<file path="config.mk">
export PLATFORM = sky130hd
export DESIGN_NAME = next_prime_search
export DESIGN_NICKNAME = d
export VERILOG_FILES = /design/src/sv/nps_pkg.sv /design/src/sv/next_prime_search.sv
export SDC_FILE = /design/constraint.sdc
export NUM_CORES = 1
export LEC_CHECK = 0
export ABC_CLOCK_PERIOD_IN_PS = 20200
export BUFFER_PORTS_ARGS = -buffer_cell sky130_fd_sc_hd__buf_2
export CORE_MARGIN = 2
export CORE_UTILIZATION = 68
export DETAILED_ROUTE_END_ITERATION = 7
export GPL_ROUTABILITY_DRIVEN = 0
export PLACE_DENSITY = 0.95
export SYNTH_ARGS = -nofsm -noshare
export SYNTH_HDL_FRONTEND = slang
export SYNTH_SLANG_ARGS = --single-unit
</file>
<file path="constraint.sdc">
create_clock -name clk -period 20.2 [get_ports clk]
set_input_delay 1.01 -clock clk [delete_from_list [all_inputs] [get_ports clk]]
set_output_delay 1.01 -clock clk [all_outputs]
set_load 0.005 [all_outputs]
</file>
<file path="src/sv/nps_pkg.sv">
// Shared constants and types for the next prime search block.
package nps_pkg;

  // Width of the searched values; fields wider than this are truncated on entry.
  localparam int VALUE_WIDTH = 32;
  // Width of the port fields.
  localparam int PORT_WIDTH = 32;
  // Bit counter width for one serial remainder pass.
  localparam int CNT_WIDTH = (VALUE_WIDTH > 1) ? $clog2(VALUE_WIDTH) : 1;
  // Square of the divisor needs two extra bits of headroom.
  localparam int SQ_WIDTH = VALUE_WIDTH + 2;

  // Search sequencer states.
  typedef enum logic [2:0] {
    ST_IDLE,
    ST_CHECK,
    ST_TEST,
    ST_DIV,
    ST_EVAL,
    ST_NEXT,
    ST_FIN
  } state_t;

endpackage

</file>
<file path="src/sv/next_prime_search.sv">
// Top level of the next prime search: serial trial division sequencer.
//
// Takes one start value per word and returns the smallest prime at or above
// it; starts of 0, 1 and 2 come back unchanged, and when no prime fits in
// nps_pkg::VALUE_WIDTH bits the word carries overflow = 1 and a value of 0.
// Only one start value is searched at a time; a new word is taken as soon as
// the previous result has moved into the output register, even if that result
// is still stalled. The search time is data dependent: a start below 3 skips
// the search, even candidates are skipped, and each odd candidate is tried
// against odd divisors from 3 up to its square root until one divides it.
// The remainder for each divisor is formed one bit per cycle in a restoring
// shift-subtract unit, and that unit sets the pace of the search.
module next_prime_search (
  input  logic                            clk,
  input  logic                            rst_n,
  input  logic                            in_valid,
  output logic                            in_stall,
  input  logic [nps_pkg::PORT_WIDTH-1:0]  in_start_value,
  output logic                            out_valid,
  input  logic                            out_stall,
  output logic [nps_pkg::PORT_WIDTH-1:0]  out_prime_value,
  output logic                            out_overflow
);

  localparam int W  = nps_pkg::VALUE_WIDTH;
  localparam int SW = nps_pkg::SQ_WIDTH;
  localparam int CW = nps_pkg::CNT_WIDTH;

  nps_pkg::state_t state_r, state_nxt;
  logic            out_valid_r, out_valid_nxt;

  logic [W-1:0]    cand_r, cand_nxt;
  logic [W-1:0]    div_r, div_nxt;
  logic [SW-1:0]   sq_r, sq_nxt;
  logic [W-1:0]    sh_r, sh_nxt;
  logic [W:0]      rem_r, rem_nxt;
  logic [CW-1:0]   cnt_r, cnt_nxt;
  logic [W-1:0]    res_r, res_nxt;
  logic            res_ovf_r, res_ovf_nxt;
  logic [nps_pkg::PORT_WIDTH-1:0] oval_r, oval_nxt;
  logic            oovf_r, oovf_nxt;

  logic [W:0]      rem_shift;
  logic [W:0]      rem_sub;
  logic            rem_ge;
  logic [W-1:0]    start_w;
  logic            out_free;

  // Truncate the start value to the search width.
  assign start_w   = in_start_value[W-1:0];
  // Shift one candidate bit into the partial remainder and trial subtract.
  assign rem_shift = {rem_r[W-1:0], sh_r[W-1]};
  assign rem_ge    = rem_shift >= {1'b0, div_r};
  assign rem_sub   = rem_shift - {1'b0, div_r};
  assign out_free  = !out_valid_r || !out_stall;

  // Next state and datapath updates.
  always_comb begin
    state_nxt     = state_r;
    out_valid_nxt = out_valid_r;
    cand_nxt      = cand_r;
    div_nxt       = div_r;
    sq_nxt        = sq_r;
    sh_nxt        = sh_r;
    rem_nxt       = rem_r;
    cnt_nxt       = cnt_r;
    res_nxt       = res_r;
    res_ovf_nxt   = res_ovf_r;
    oval_nxt      = oval_r;
    oovf_nxt      = oovf_r;

    // Drop the output word once the receiver takes it.
    if (out_valid_r && !out_stall) begin
      out_valid_nxt = 1'b0;
    end

    case (state_r)
      nps_pkg::ST_IDLE: begin
        if (in_valid) begin
          cand_nxt = start_w;
          if (start_w <= W'(2)) begin
            res_nxt     = start_w;
            res_ovf_nxt = 1'b0;
            state_nxt   = nps_pkg::ST_FIN;
          end else begin
            state_nxt = nps_pkg::ST_CHECK;
          end
        end
      end
      nps_pkg::ST_CHECK: begin
        // Skip even candidates; start odd ones at divisor 3.
        if (!cand_r[0]) begin
          state_nxt = nps_pkg::ST_NEXT;
        end else begin
          div_nxt   = W'(3);
          sq_nxt    = SW'(9);
          state_nxt = nps_pkg::ST_TEST;
        end
      end
      nps_pkg::ST_TEST: begin
        // Divisor past the square root: the candidate is prime.
        if (sq_r > {2'b00, cand_r}) begin
          res_nxt     = cand_r;
          res_ovf_nxt = 1'b0;
          state_nxt   = nps_pkg::ST_FIN;
        end else begin
          sh_nxt    = cand_r;
          rem_nxt   = '0;
          cnt_nxt   = CW'(W - 1);
          state_nxt = nps_pkg::ST_DIV;
        end
      end
      nps_pkg::ST_DIV: begin
        // Advance the remainder by one candidate bit.
        rem_nxt = rem_ge ? rem_sub : rem_shift;
        sh_nxt  = {sh_r[W-2:0], 1'b0};
        cnt_nxt = cnt_r - CW'(1);
        if (cnt_r == '0) begin
          state_nxt = nps_pkg::ST_EVAL;
        end
      end
      nps_pkg::ST_EVAL: begin
        if (rem_r == '0) begin
          state_nxt = nps_pkg::ST_NEXT;
        end else begin
          // (d + 2)^2 = d^2 + 4d + 4
          div_nxt   = div_r + W'(2);
          sq_nxt    = sq_r + {div_r, 2'b00} + SW'(4);
          state_nxt = nps_pkg::ST_TEST;
        end
      end
      nps_pkg::ST_NEXT: begin
        // Top of the range reached without a prime: report overflow.
        if (cand_r == '1) begin
          res_nxt     = '0;
          res_ovf_nxt = 1'b1;
          state_nxt   = nps_pkg::ST_FIN;
        end else begin
          cand_nxt  = cand_r + W'(1);
          state_nxt = nps_pkg::ST_CHECK;
        end
      end
      nps_pkg::ST_FIN: begin
        // Hold the result until the output register is free.
        if (out_free) begin
          oval_nxt      = nps_pkg::PORT_WIDTH'(res_r);
          oovf_nxt      = res_ovf_r;
          out_valid_nxt = 1'b1;
          state_nxt     = nps_pkg::ST_IDLE;
        end
      end
      default: begin
        state_nxt = nps_pkg::ST_IDLE;
      end
    endcase
  end

  // Control registers.
  always_ff @(posedge clk) begin
    if (!rst_n) begin
      state_r     <= nps_pkg::ST_IDLE;
      out_valid_r <= 1'b0;
    end else begin
      state_r     <= state_nxt;
      out_valid_r <= out_valid_nxt;
    end
  end

  // Datapath registers.
  always_ff @(posedge clk) begin
    cand_r    <= cand_nxt;
    div_r     <= div_nxt;
    sq_r      <= sq_nxt;
    sh_r      <= sh_nxt;
    rem_r     <= rem_nxt;
    cnt_r     <= cnt_nxt;
    res_r     <= res_nxt;
    res_ovf_r <= res_ovf_nxt;
    oval_r    <= oval_nxt;
    oovf_r    <= oovf_nxt;
  end

  assign in_stall        = (state_r != nps_pkg::ST_IDLE);
  assign out_valid       = out_valid_r;
  assign out_prime_value = oval_r;
  assign out_overflow    = oovf_r;

endmodule

</file>
==> metrics, run 1 <==
outcome=finished, final reports clean; xor and xnor area share after synthesis=5.850%; Min-Delay Path Class=flop to flop; crit path capture type=flop; mux cell area share after synthesis=1.486%; Ports=71; Worst EP required=20360 ps; diode count=0; Final Net Count=1679; Skew-Pair Late Insertion Delay=530 ps; GRT Util Overall=33.84%; Die W=151.6 um; area delta synth->final=9.843%; die area=22990 um^2; post-synthesis cell area=14820 um^2; total wire length=39.23 mm; Layout Skew=15.04 ps; vias in the first global route=11907; maximum clock frequency=235.6 MHz; post_cts resized=0; crit path time final=4244 ps; sum of negative setup slack=0 ps; H-tree depth=1; Crit path largest cell delay=770 ps; Hold Worst Slack=406.5 ps; Final Hold Violating Endpoints=0; Arrival @ worst endpoint=4400 ps; Num CTS Buffers=25; commonest non-fill, non-tap cell in the layout=edfxtp_1; number of filler cells placed in the layout=1322; first-pass GRT wire length=61.33 mm; TritonCTS clock tree=yes; vias per cell=6.842; Worst-Margin Slew=1241 ps; core area=21620 um^2; asr flop ratio synth=0%; vias=12418; Rel. slew slack=17.04%; critical path startpoint category=flop; Reg clk slew, reported paths=70 ps; layout cells sized above 1=9.902%; RSZ-0062 raised after global routing=no; Longest Clk Path Bufs=3; Post-route DRC=0; starting density of the core=68.55%; initial antenna violation count=0; static leakage=6.488 nW; number of flops mapped to enable cells by yosys=230; most used cell, CP=a21o_1; commonest cells after routing, fill and taps aside=edfxtp_1 (230), nand2_1 (176), o21ai_0 (135), ha_1 (124), nor2_1 (108); dpl cell area=15400 um^2; fin cells=1815; Post-Synth Simple-Gate Area=15.22%; CTS Hold Buffers Added=0; Final Util=75.30%; syn nets=1625; routed len/inst=21.62 um; Final ANT Viol Nets=0; setup violators final=0; Setup Fix Bufs, Post-CTS=0; sequential share of the synthesized area=47.14%; fin area=16280 um^2; grt ovf=0; crit-path max FO=36; Synth Area per Inst=10.13 um^2; Root Buffer=clkbuf_16; Netlist cell types=72; Placed Cells incl. Taps=1770; Die H=151.6 um; TritonCTS Sinks=234; Final HPWL DP=25.97 mm; Tcrit/Tclk final=21.01%; First-pass DRT Iterations=6; WS Path Type=flop to flop; max-slew violations=0; largest net degree at the start of global routing=68; worst vdd ir=0.1362 mV; Compound-Gate Fraction of Synth Area=15.85%; initial detailed-routing violation count=1608; critical-path cell list=inv_1, ha_1, a21o_1, a21o_1, a21oi_1, o21ai_0, a2111oi_0, nand3_1, and3_1, nor2_4, buf_4; Slowest cell on crit path=nor2_4; IO buf count=70; Max-Cap Viols=0; Syn. warnings=0; largest family of logic cells by synthesized area=compound AO/OA/AOI/OAI gates; synthesized flop and latch total=234; Synth Instances=1463; Synth Area in Adders=10.74%; PD cells=173.3 nW/um^2; Rows=54; Post-synth top flop=edfxtp_1
## worst max-delay path, delay by kind of cell, from the launching register on
kind	cells	cell delay, ps
AND/OR/NAND/NOR	3	1200
adder cells (fa/ha/maj)	1	330
buffers and inverters	2	720
flip-flops	1	530
AO/OA/AOI/OAI	5	1040
## cell usage after synthesis (11+ instances only)
master / n / area [um^2]
nor3_1: 28 / 140.1
a21oi_1: 66 / 330.3
inv_1: 83 / 311.6
nand2_1: 177 / 664.4
clkbuf_1: 36 / 135.1
a31oi_1: 12 / 75.07
o21a_1: 12 / 90.09
nor2_1: 111 / 416.7
xor2_1: 12 / 105.1
mux2i_1: 22 / 220.2
edfxtp_1: 230 / 6907
and3_1: 15 / 93.84
nand4_1: 25 / 156.4
ha_1: 124 / 1551
a211oi_1: 11 / 82.58
nand3_1: 45 / 225.2
o21ai_0: 135 / 675.7
xnor2_1: 87 / 762.0
nor4_1: 24 / 150.1
a21o_1: 49 / 367.9
## report_power, final
group / total, W / internal (W) / switching, W
Combinational: 0.00143 / 0.000538 / 0.000889
Clock: 0.000498 / 0.000297 / 0.000201
Sequential: 0.000896 / 0.000768 / 0.000128
## cell families (layout without fill, tap and decap cells)
logic type / after synthesis / in the layout
and+or+nand+nor: 483 / 483
AOI/OAI and AO/OA: 364 / 364
buffers and inverters: 135 / 207
xor gates and xnor gates: 99 / 99
DFF: 234 / 234
muxes: 22 / 22
adders and majority gates: 126 / 126
## state kept, by name, summed over array words and instances, names as in the netlist, 3 cells and up
name,cells
out_prime_value,32
state_r,3
sq_r,31
res_r,32
cand_r,32
cnt_r,5
rem_r,33
div_r,31
sh_r,32
## final timing paths
check,from,end,slack [ps],depth (start not counted)
worst min-delay path,res_r[25],out_prime_value[25],410,0
worst max-delay path,cand_r[19],sh_r[29],15960,11
worst max register to register,cand_r[19],sh_r[29],15960,11
worst min register to register,res_r[25],out_prime_value[25],410,0
## layout make-up
type	count	area (um^2)	share of cell area (%)
Multi-Input combinational cell	1094	7340	45.08
Clock buffer	27	643.1	3.950
Timing Repair Buffer	77	402.9	2.475
Clock inverter	18	239.0	1.468
Tap cell	280	350.3	2.152
Sequential cell	234	6987	42.91
Inverter	85	319.1	1.960
## stage by stage
| stage | power [W] | setup WS (ps) |
|---|---|---|
| after floorplan | 0.001932 | 8895 |
| after global placement | 0.002139 | 16300 |
| after detailed placement | 0.002231 | 16150 |
| after CTS | 0.002771 | 16020 |
| after global routing | 0.002973 | 15800 |
| final | 0.002821 | 15960 |
## per-layer routing
layer / share of wire [%] / vias up / global-route usage [%]
met5: 0 / - / 0
met4: 5.7 / 0 / 16.71
met3: 10 / 207 / 4.790
met2: 48 / 911 / 57.58
met1: 37 / 5771 / 42.62
li1: - / 5529 / -
Power figures use the tool's default switching activity.
==> run 2: changes to the inputs <==
Settings changed: ABC_CLOCK_PERIOD_IN_PS 20200 to 3400, CORE_UTILIZATION 68 to 57, PLACE_DENSITY 0.95 to 0.89.
Clock period 20.2 ns to 3.4 ns, I/O delays scaled along.
==> run 2 against run 1 <==
Against the previous run: power grew to 5.8 times the previous value; largest power group unchanged; worst hold slack worse by 360 ps; highest routed layer unchanged; core utilization decreased by 9.9 points; largest cell class unchanged; maximum frequency rose by 31%; final cell count rose by 5.8%; critical path depth stayed put; clock skew about the same.
==> metrics, run 2 (synthesis results as in run 1) <==
First-pass DRT Iterations=5 (-1); setup violators final=0 (unchanged); met2 WL=16.98 mm (-8.9%); commonest non-fill, non-tap cell in the layout=edfxtp_1; fin cells=1920 (+5.8%); Final ANT Viol Nets=0 (unchanged); routed len/inst=18.52 um (-14%); max layer used=met4; first-pass GRT wire length=56.42 mm (-8.0%); Top reg by flops=rem_r; Root Buffer=clkbuf_16; maximum clock frequency=308.4 MHz (+31%); Num CTS Buffers=25 (unchanged); Worst-Margin Slew=1050 ps (-191.6 ps); vias=11861 (-4.5%); outcome=finished, final reports clean; P_int=0.009526 W (+490%); Arrival @ worst endpoint=3470 ps (-930 ps); sum of negative setup slack=0 ps (unchanged); Reg clk slew, reported paths=60 ps (about the same); dpl cell area=15650 um^2 (+1.6%); Tcrit/Tclk final=95.37% (+74 points); Longest Clk Path Bufs=3 (unchanged); DR WL met3=2.850 mm (-28%); Clock power frac=16.5% (-1.2 points); TritonCTS Sinks=234 (unchanged); Min-Delay Path Class=primary input to flop; worst vdd ir=0.6271 mV (+360%); WS Path Type=flop to flop; Skew-Pair Late Insertion Delay=540 ps (about the same); largest net degree at the start of global routing=71 (+4.4%); diode count=0 (unchanged); total wire length=35.56 mm (-9.4%); M1 WL=14.41 mm (-0.15%); crit-path max FO=35 (-2.8%); RSZ-0062 raised after global routing=no; grt ovf=0 (unchanged); Max-Cap Viols=0 (unchanged); number of filler cells placed in the layout=1865 (+41%); Ports=71 (unchanged); commonest cells after routing, fill and taps aside=edfxtp_1 (230), nand2_1 (175), o21ai_0 (135), ha_1 (124), nor2_1 (108); critical path startpoint category=flop; Rel. slew slack=29.86% (+13 points); Die W=165.3 um (+9.0%); Final HPWL DP=24.83 mm (-4.4%); Layout Skew=14.65 ps (-0.3905 ps); max-slew violations=0 (unchanged); crit path time final=3243 ps (-1002 ps); area delta synth->final=13.63%; layout cells sized above 1=10.73% (+0.82 points); Die H=165.3 um (+9.0%); Flop pwr share=32.0% (+0.2 points); Post-route DRC=0 (unchanged); Final Hold Violating Endpoints=0 (unchanged); reg2reg start=cand_r[19]; H-tree depth=1 (unchanged); Rows=59 (+9.3%); static leakage=6.705 nW (+3.3%); vias in the first global route=11355 (-4.6%); Critical Path Source=cand_r[19]; flop2flop setup slack=160 ps (-15800 ps); combinational share of power=51.5% (+0.9 points); initial antenna violation count=0 (unchanged); max reg flops=33 (unchanged); TritonCTS clock tree=yes; vias per cell=6.178 (-9.7%); GRT Util Overall=25.85% (-8.0 points); Setup Fix Bufs, Post-CTS=0 (unchanged); core area=25760 um^2 (+19%); starting density of the core=57.53% (-11 points); Sw Ratio=42.04% (-1.1 points); NetSw=0.006909 W (+470%); die area=27310 um^2 (+19%); initial detailed-routing violation count=1127 (-30%); Placed Cells incl. Taps=1841 (+4.0%); fin area=16840 um^2 (+3.4%); crit path capture type=flop; PD cells=975.9 nW/um^2 (+460%); IO buf count=70 (unchanged); Worst EP required=3630 ps (-16730 ps); Hold Path Origin=in_start_value[0]; Final Net Count=1728 (+2.9%)
run 2: worst max-delay path: stages (launching register included):
cell,delay [ps]
edfxtp_1,440
inv_1,100
ha_1,340
a21o_1,190
a21o_1,180
a21oi_1,190
o21ai_0,120
a2111oi_1,450
nand3_1,180
and3_4,240
nor2_4,190
clkbuf_16,280
run 2: metal layers:
metal  GRT usage (%)  vias up
met5               0        -
met4           8.854        0
met3           3.546       98
met2           44.70      554
met1           33.45     5605
li1                -     5604
run 2: power by group through the flow:
stage | Sequential, W | Clock (W) | Combinational [W]
2_1_floorplan | 0.00503 | 0 | 0.00636
3_3_place_gp | 0.00521 | 0 | 0.00770
3_5_place_dp | 0.00527 | 0 | 0.00805
4_1_cts | 0.00523 | 0.00276 | 0.00819
5_1_grt | 0.00535 | 0.00285 | 0.00935
6_report | 0.00526 | 0.00272 | 0.00846
run 2: layout make-up:
type / count / area [um^2] / area share (%)
tap: 335 / 419.2 / 2.489
clock buffer: 33 / 655.6 / 3.893
clock inverter: 13 / 150.1 / 0.8915
multi-input combinational: 1094 / 7405 / 43.97
sequential: 234 / 6987 / 41.49
timing repair buffer: 126 / 904.6 / 5.371
inverter: 85 / 320.3 / 1.902
run 2: through the flow:
stage,worst slack [ps],util [%],hold WS [ps],power [W]
global placement,212.8,60.73,400.4,0.01291
floorplan,4.799,-,301.2,0.01139
CTS,92.65,65.10,5.105,0.01618
detailed placement,116.2,60.73,404.5,0.01332
global route,5.644,65.37,41.97,0.01755
finish,157.3,65.37,44.67,0.01644
run 2: path summary, 6_finish.rpt:
check	to	cells after the start
hold reg to reg	out_prime_value[8]	0
hold / removal	cand_r[0]	3
setup reg to reg	rem_r[3]	11
setup / recovery	rem_r[3]	11
run 2: what timing repair did:
item / 4_1_cts / 5_1_grt
endpoints found under the setup margin: 0 / 81
hold buffers: 32 / 0
hold endpoints to repair: 33 / 0
gates resized for setup: 0 / 12
==> run 3: changes to the inputs <==
Settings changed: CORE_ASPECT_RATIO from default to 1.25.
==> run 3 against run 2 <==
Against the previous run: the run now ends with negative setup slack left; sequential cell count unchanged; critical path depth down 1; via count up 3.5%; sequential share of layout area down 0.32 points; power up 3.8%; core utilization up 0.51 points; largest cell class unchanged; largest power group unchanged; highest routed layer is now met5.
==> metrics, run 3 (synthesis results as in run 1) <==
fin area=16970 um^2 (+0.78%); Num CTS Buffers=25 (unchanged); core area=25760 um^2 (about the same); Max-Cap Viols=0 (unchanged); reg2reg start=div_r[18]; initial detailed-routing violation count=1342 (+19%); Critical Path Source=div_r[18]; Rows=66 (+12%); number of filler cells placed in the layout=1864 (-0.054%); area delta synth->final=14.51%; critical-path cell list=ha_1, ha_1, a21o_1, a21o_1, a221oi_2, nor3b_2, a21oi_1, a21o_1, a211oi_1, nor2_1; H-tree depth=1 (unchanged); TritonCTS Sinks=234 (unchanged); Reg clk slew, reported paths=60 ps (about the same); Worst EP required=3680 ps (+50 ps); Tcrit/Tclk final=100.8% (+5.4 points); Ports=71 (unchanged); WS Path Type=flop to flop; Final HPWL DP=26.50 mm (+6.7%); sequential cell area=6987 um^2 (unchanged); Crit path largest cell delay=450 ps (about the same); grt ovf=0 (unchanged); vias in the first global route=12061 (+6.2%); vias=12281 (+3.5%); cells on worst reg2reg path=10 (-1); TritonCTS clock tree=yes; commonest cells after routing, fill and taps aside=edfxtp_1 (230), nand2_1 (175), o21ai_0 (134), ha_1 (124), nor2_1 (108); dpl cell area=15740 um^2 (+0.58%); largest net degree at the start of global routing=67 (-5.6%); Slowest cell on crit path=edfxtp_1; Crit path max-delay family=compound AO/OA/AOI/OAI gates; post-route setup slack=-27.92 ps (-185.2 ps); commonest non-fill, non-tap cell in the layout=edfxtp_1; Post-route DRC=0 (unchanged); Die H=184.3 um (+12%); first-pass GRT wire length=61.04 mm (+8.2%); Longest Clk Path Bufs=3 (unchanged); Rel. slew slack=33.79% (+3.9 points); static leakage=6.763 nW (+0.88%); First-pass DRT Iterations=5 (unchanged); initial antenna violation count=1 (+1); Skew-Pair Late Insertion Delay=540 ps (about the same); Buf+Inv Stages, Crit Path=0 (-2); die area=27320 um^2 (about the same); critical path startpoint category=flop; diode count=0 (unchanged); routed len/inst=20.25 um (+9.3%); Arrival @ worst endpoint=3710 ps (+240 ps); Placed Cells incl. Taps=1854 (+0.71%); vias per cell=6.367 (+3.1%); max-slew violations=0 (unchanged); multi-input logic area=7441 um^2 (+0.49%); IO buf count=70 (unchanged); Layout Skew=15.37 ps (+0.7279 ps); Min-Delay Path Class=primary input to flop; Final Hold Violating Endpoints=0 (unchanged); Hold Worst Slack=16.07 ps (-28.60 ps); Die W=148.2 um (-10%); setup violators final=2 (+2); Worst-Margin Slew=991.0 ps (-58.79 ps); max reg flops=33 (unchanged); PD cells=1005 nW/um^2 (+3.0%); Final Net Count=1732 (+0.23%); Worst Setup EP=sq_r[27]; maximum clock frequency=291.7 MHz (-5.4%); layout cells sized above 1=12.21% (+1.5 points); crit path time final=3428 ps (+185.2 ps); starting density of the core=57.53% (about the same); GRT Util Overall=27.81% (+2.0 points); Final ANT Viol Nets=0 (unchanged); most used cell, CP=a21o_1; Root Buffer=clkbuf_16; worst vdd ir=0.6202 mV (-1.1%); crit path capture type=flop; fin cells=1929 (+0.47%); Critical Path Stages=10 (-1); FF-to-FF End=sq_r[27]; flop2flop setup slack=-30 ps (-190 ps); Top reg by flops=rem_r; total wire length=39.06 mm (+9.8%); outcome=finished with violations; Pwr Total=0.01706 W (+3.8%); failing checks=negative setup slack; crit-path max FO=9 (-74%)
run 3: how the worst min path moves through the flow:
stage,endpoint,from,cells after the start
floorplan,state_r[0],rst_n,1
global placement,out_prime_value[3],res_r[3],0
detailed placement,out_prime_value[11],res_r[11],0
CTS,cand_r[28],in_start_value[28],3
global route,state_r[1],in_valid,3
finish,cand_r[28],in_start_value[28],3
run 3: repair_timing:
item | 4_1_cts | 5_1_grt
resized for setup | 1 | 14
setup endpoints to repair | 1 | 93
buffers inserted | 0 | 4
endpoints found under the hold margin | 27 | 0
hold buffers | 25 | 0
cloned | 0 | 0
pin swaps | 0 | 3
run 3: worst reg2reg max path: cells and delay by family (launching register included):
kind                       cells  cell delay (ps)
AOI/OAI and AO/OA              6             1530
adders and majority gates      2              770
DFF                            1              450
and+or+nand+nor                2              420
run 3: layout make-up:
cell class | count | area share, %
Tap cell | 340 | 2.506
Clock inverter | 19 | 1.415
Sequential cell | 234 | 41.16
Timing Repair Buffer | 130 | 5.455
Multi-Input combinational cell | 1094 | 43.84
Clock buffer | 27 | 3.730
Inverter | 85 | 1.887
run 3: layer usage:
layer  part of all wire, %  GRT usage (%)  wire (um)  vias to the layer above
li1                      -              -          -                     5618
met1                    36          31.19      14030                     5775
met2                    50          51.69      19710                      725
met3                   7.4          3.366       2876                      161
met4                   6.2          14.13       2425                        2
met5                 0.033              0         13                        -
run 3: per-stage QoR:
stage	worst slack, ps	util [%]	TNS (ps)
after floorplan	4.799	-	0
after global placement	181.1	61.08	0
after detailed placement	-10.70	61.08	-10.70
after CTS	11.98	65.47	0
after global routing	-135.6	65.88	-371.4
final	-27.92	65.88	-33.47
run 3: report_power, final:
group | switching (W) | internal (W)
Sequential | 0.000710 | 0.00455
Clock | 0.00118 | 0.00174
Combinational | 0.00540 | 0.00348
Total | 0.00729 | 0.00977
